[src/hdl/pics_pkg.sv]
// pics_pkg: shared types for the point-in-capsule test pipeline
// used by pics_wide_mul and point_in_capsule_test_core, no dependencies
package pics_pkg;

   // number of register stages from input to result
   localparam int NUM_STAGES = 7;

   // load enables for the two register stages of the split multiplier
   typedef struct packed {
      logic ld_prod;
      logic ld_sum;
   } mul_en_type;

endpackage

[src/hdl/pics_wide_mul.sv]
// pics_wide_mul: unsigned 2H x 2H multiplier cut into four H x H partial products
// two register stages (partials, then recombine); needs pics_pkg
module pics_wide_mul
   import pics_pkg::*;
#(
   parameter int HALF_WIDTH = 17
) (
   input  logic                      clock,
   input  mul_en_type                mul_en,
   input  logic [2*HALF_WIDTH-1:0]   op_a,
   input  logic [2*HALF_WIDTH-1:0]   op_b,
   output logic [4*HALF_WIDTH-1:0]   prod
);

   localparam int H = HALF_WIDTH;

   logic [2*H-1:0] ll_ff, lh_ff, hl_ff, hh_ff;
   logic [2*H-1:0] ll_in, lh_in, hl_in, hh_in;
   logic [2*H:0]   mid;
   logic [4*H-1:0] prod_ff, prod_in;

   assign ll_in = {{H{1'b0}}, op_a[H-1:0]} * {{H{1'b0}}, op_b[H-1:0]};
   assign lh_in = {{H{1'b0}}, op_a[H-1:0]} * {{H{1'b0}}, op_b[2*H-1:H]};
   assign hl_in = {{H{1'b0}}, op_a[2*H-1:H]} * {{H{1'b0}}, op_b[H-1:0]};
   assign hh_in = {{H{1'b0}}, op_a[2*H-1:H]} * {{H{1'b0}}, op_b[2*H-1:H]};

   // cross terms summed, then placed at the middle weight
   assign mid     = {1'b0, lh_ff} + {1'b0, hl_ff};
   assign prod_in = {hh_ff, ll_ff} + {{(H-1){1'b0}}, mid, {H{1'b0}}};

   always_ff @(posedge clock) begin
      if (mul_en.ld_prod) begin
         ll_ff <= ll_in;
         lh_ff <= lh_in;
         hl_ff <= hl_in;
         hh_ff <= hh_in;
      end
      if (mul_en.ld_sum) begin
         prod_ff <= prod_in;
      end
   end

   assign prod = prod_ff;

endmodule

[config.mk]
export PLATFORM = sky130hd
export DESIGN_NAME = pics_wide_mul
export DESIGN_NICKNAME = d
export VERILOG_FILES = /design/src/hdl/pics_pkg.sv /design/src/hdl/pics_wide_mul.sv
export SDC_FILE = /design/constraint.sdc
export NUM_CORES = 2
export LEC_CHECK = 0
export ABC_AREA = 1
export BUFFER_PORTS_ARGS = -buffer_cell sky130_fd_sc_hd__clkbuf_2
export CELL_PAD_IN_SITES_DETAIL_PLACEMENT = 1
export CELL_PAD_IN_SITES_GLOBAL_PLACEMENT = 1
export CORE_ASPECT_RATIO = 1.25
export CORE_UTILIZATION = 53
export CTS_CLUSTER_SIZE = 16
export DETAILED_ROUTE_END_ITERATION = 6
export PLACE_DENSITY = 0.88
export SYNTH_ARGS = -nofsm -noshare
export SYNTH_HDL_FRONTEND = slang
export SYNTH_SLANG_ARGS = --single-unit
[constraint.sdc]
create_clock -name clock -period 7.9 [get_ports clock]
set_input_delay 0 -clock clock [delete_from_list [all_inputs] [get_ports clock]]
set_output_delay 0 -clock clock [all_outputs]
set_load 0.03 [all_outputs]
# After elaboration in Yosys (flattened, before gate mapping)
# Cells that the tools add are included.
# totals
romBits,0
latch_bits,0
register_bits,204
in_bits,71
memories,0
out_inout_bits,68
wordCells,11
ramBits,0
# classes
magnitude_cmp,0
div,0
n_eq_ne,0
n_bitwise,0
add_sub_neg,2
n_shift,0
reduce_logical,0
mux,0
n_mul,4
# ops
operator,count
17-bit by 17-bit multiplier with 34-bit output,4
68-bit by 52-bit adder with 68-bit output,1
34-bit by 34-bit adder with 35-bit output,1

# Depth between registers and ports, before layout
# logic_depth
ltp_word,2
ltp_mapped,27
mapped_depth_nobuf,26

# Worst setup path before layout
# Ideal clock, no wire load.
# synth_timing
path_type,input -> register
startpoint,input port op_a[24]
endpoint,"register hh_ff[24], data pin"
path_buffers,2
setup_slack_ps,2852
required_time_ps,7641
cell_stages,22
arrival_ps,4789
setup_time_ps,259
cell_sequence,clkbuf_1 clkbuf_1 nand2_1 fa_1 inv_1 fa_1 inv_1 fa_1 inv_1 fa_1 fa_1 inv_1 fa_1 inv_1 ha_1 a21oi_1 inv_1 a21oi_1 nand3_1 nand2_1 nand2_1 xor2_1
# synth_between
elab_chain_cells,1
# synth_lines
element,line_no,source
start: declaration,pics_wide_mul.sv:10,"input logic [2*HALF_WIDTH-1:0] op_a,"
17-bit by 17-bit multiplier with 34-bit output,pics_wide_mul.sv:25,"assign hh_in = {{H{1'b0}}, op_a[2*H-1:H]} * {{H{1'b0}}, op_b[2*H-1:H]};"
net hh_in[24],pics_wide_mul.sv:18,"logic [2*H-1:0] ll_in, lh_in, hl_in, hh_in;"
end signal: assignment,pics_wide_mul.sv:36,hh_ff <= hh_in;
end: declaration,pics_wide_mul.sv:17,"logic [2*H-1:0] ll_ff, lh_ff, hl_ff, hh_ff;"
# The timed path passes the listed nets, and every way through them passes these cells.
# A chain may end at the register's enable or synchronous reset.

# Worst setup path after layout
# layout_timing
startpoint,input port op_b[23]
endpoint,"register hh_ff[30], data pin"
# layout_between
elab_chain_cells,1
# layout_lines
element,line_no,source
start: declaration,pics_wide_mul.sv:11,"input logic [2*HALF_WIDTH-1:0] op_b,"
17-bit by 17-bit multiplier with 34-bit output,pics_wide_mul.sv:25,
net hh_in[30],pics_wide_mul.sv:18,
# The timed path passes the listed nets, and every way through them passes these cells.

==> metrics.md <==
| Metric | Value |
|---|---|
| Final-stage net count | `8253` |
| Hold Vio Cnt, Final | `0` |
| Worst hold start | `op_a[1]` |
| Vias in the first global route | `between 50k and 60k` |
| P&R area growth vs syn | `4.387%` |
| CP max stage cell | `clkbuf_2` |
| Final Max Slew Viols | `0` |
| Max-capacitance violation count | `0` |
| Yosys reg bits | `204` |
| CP Max Fanout | `34` |
| Mux contribution to synthesized area | `0%` |
| CTS tree | `yes` |
| Worst EP required | `8200 ps` |
| Launch point of the worst reg-to-reg path | `lh_ff[23]` |
| Status | `finished, final reports clean` |
| DRC Markers | `0` |
| Mapped cell area | `51940 um^2` |
| Share of cells above drive strength 1 | `3.825%` |
| Critical path arrival | `6010 ps` |
| Congestion Overflow GR | `0` |
| Placer Congestion | `0.9344` |
| Std-Cell Rows | `128` |
| Boundary pin count | `between 100 and 150` |
| Initial Utilization | `53.42%` |
| Max Root-Sink Buffers | `3` |
| R2r endpoint | `prod[58]` |
| Die Wd | `282.0 um` |
| Cell mode on critical path | `fa_1` |
| Postcts setup bufs | `0` |
| Max-slew headroom | `between 15 and 20%` |
| Die height | `352.0 um` |
| Startpoint types | `input port` |
| Via/cell ratio | `5.489` |
| Tot GR Track Use | `36.70%` |
| Post-Syn Nets | `8326` |
| Clk root buf | `clkbuf_16` |
| Iter 0 DRT Violations | `approximately 3.0k` |
| Crit-path cells | `clkbuf_2 -> nand2_1 -> fa_1 -> fa_1 -> inv_1 -> fa_1 -> inv_1 -> fa_1 -> fa_1 -> fa_1 -> inv_1 -> ha_1 -> a21oi_1 -> o21ai_0 -> a21oi_1 -> nor2_1 -> nor2_1 -> nand2_1 -> nand2_1 -> nand2_1` |
| Final wirelength | `roughly 180000 um` |
| Clock Latency Late Sink | `550 ps` |
| Largest family of logic cells by synthesized area | `adder cells` |
| Via count | `between 40k and 50k` |
| Synth Area in Compound Gates | `under 10%` |
| # clock sinks | `204` |
| Synth top area share | `34.61%` |
| Fillers | `12.38k` |
| Total number of H-tree levels | `1` |
| Mean post-synth cell area | `7.575 um^2` |
| Final Skew | `16.78 ps` |
| Setup_tns | `0 ps` |
| Register area share after synthesis | `11.80%` |
| Ys flop type | `edfxtp_1` |
| Mapped Cells | `6856` |
| Fmax | `175.3 MHz` |
| First-pass GRT wire length | `between 200000 and 300000 um` |
| Post-synthesis adder-cell area fraction | `46.68%` |
| XOR/XNOR Fraction of Synth Area | `under 10%` |
| RSZ-0062 raised after global routing | `false` |
| Post-DP HPWL | `around 150000 um` |
| Post-synth EDFFs | `between 200 and 250` |
| Crit end category | `flip-flop` |
| Least-Margin Pin Slew | `1271 ps` |
| Largest area contributor in the netlist | `fa_1` |
| Clock slew at reported path FFs | `60 ps` |
| Syn. warnings | `0` |
| CTS Buf Count | `22` |
| Min cycle time layout | `5705 ps` |
| Buffers added on ports | `138` |
| Die area | `99260 um^2` |
| Synth Area in Simple Gates | `roughly 20%` |
| Crit path largest cell delay | `a little over 900 ps` |
| # setup viols final | `0` |
| WS Path Type | `input port to flip-flop` |
| Reg2Reg Depth | `17` |
| Antenna Violating Nets Remaining | `0` |
| Drt wl/cell | `21.88 um` |
| Area contributors post-synth | `fa_1 35%, nand2_1 15%, inv_1 14%` |
| Async SR Flop Fraction | `0%` |
| Post-synth cell types | `37` |
| Leading cell type by number of instances after synthesis | `nand2_1` |
| Setup slack, reg-to-reg | `~3700 ps` |
| Hold endpoint | `ll_ff[1]` |
| Largest net degree at the start of global routing | `67` |
| Min-delay worst type | `input port to flip-flop` |
| Synth cell count leaders | `2013 x nand2_1, 1883 x inv_1, 898 x fa_1, 501 x ha_1, 287 x nor2_1` |
| Hold Path Cell Cnt | `4` |
| Drt first pass iters | `5` |
| Core Region | `97210 um^2` |
| Fin crit share | `between 70 and 80%` |
| Antenna violations before repair | `6` |
## worst max-delay path, delay by kind of cell
| kind | cells | cell delay [ps] |
|---|---|---|
| AOI/OAI and AO/OA | 3 | 730 |
| adders and majority gates | 7 | 3470 |
| buffers and inverters | 4 | 1080 |
| and+or+nand+nor | 6 | 690 |
## registers in the layout, summed over array words and instances (netlist names)
signal and flops:
hh_ff 34, hl_ff 34, lh_ff 34, ll_ff 34
prod 68
## cells by family after synthesis
logic type | count (synthesis)
buffers and inverters | 2161
flip-flops | 204
AND/OR/NAND/NOR | 2613
adder cells (fa/ha/maj) | 1399
AO/OA/AOI/OAI | 344
XOR/XNOR | 135
## through the flow
step | instances | utilization (%) | worst slack (ps) | hold WS, ps | cell area [um^2]
after floorplan | 6856 | - | 2852 | 112.5 | 51940
after global placement | 8057 | 55.03 | 1917 | 276.7 | 53500
after detailed placement | 8057 | 55.03 | 1737 | 303.6 | 53500
after CTS | 8097 | 55.76 | 2319 | 198.1 | 54200
after global routing | 8100 | 55.77 | 1967 | 280.2 | 54210
final | 8101 | 55.77 | 2195 | 249.1 | 54210
## cells in the final DEF, fill, tap and decap left out, drive strengths merged, types with 7 or more instances in the layout
cell | synthesis | layout
inv | 1888 | 1889
a21oi | 201 | 201
a21o | 15 | 15
xor2 | 101 | 101
fa | 898 | 898
nand4 | 33 | 33
nand3 | 157 | 157
o21ai | 93 | 93
nand2 | 2030 | 2030
buf | 0 | 37
nor4 | 7 | 7
ha | 501 | 501
and2 | 7 | 7
o211ai | 8 | 8
clkbuf | 272 | 162
edfxtp | 204 | 204
nor2 | 302 | 302
xnor2 | 34 | 34
o21a | 8 | 8
o21bai | 14 | 14
clkinv | 1 | 7
nand3b | 17 | 17
nor3 | 56 | 56
## how the worst max path moves through the flow
stage	startpoint	to	slack, ps	depth (start not counted)
floorplan	op_a[24]	hh_ff[24]	2850	22
global route	op_b[23]	hh_ff[31]	1970	20
detailed placement	op_b[8]	ll_ff[26]	1740	19
CTS	op_b[8]	ll_ff[26]	2320	19
global placement	op_a[25]	hl_ff[33]	1920	21
finish	op_b[23]	hh_ff[30]	2190	20
## final cells by class
| type | instances | area [um^2] | share of cell area, % |
|---|---|---|---|
| Multi-Input combinational cell | 4491 | 37700 | 69.54 |
| Clock buffer | 26 | 586.8 | 1.082 |
| Tap cell | 1300 | 1627 | 3.000 |
| Timing Repair Buffer | 175 | 975.9 | 1.800 |
| Clock inverter | 12 | 100.1 | 0.1846 |
| Inverter | 1889 | 7091 | 13.08 |
| Sequential cell | 204 | 6126 | 11.30 |
| Antenna cell | 4 | 10.01 | 0.01846 |
## layer usage
layer	GRT usage [%]	routed length, um
met3	5.101	11560
met1	44.78	68380
met2	62.88	87120
met5	0	26
met4	18.63	10120
## timing repair
item,in CTS,in global routing
gates resized for setup,0,0
hold buffers,2,0
hold endpoints to repair,28,0
Power is not shown: default switching activity piles up to over one toggle a cycle in this logic, so the estimate is an artifact.
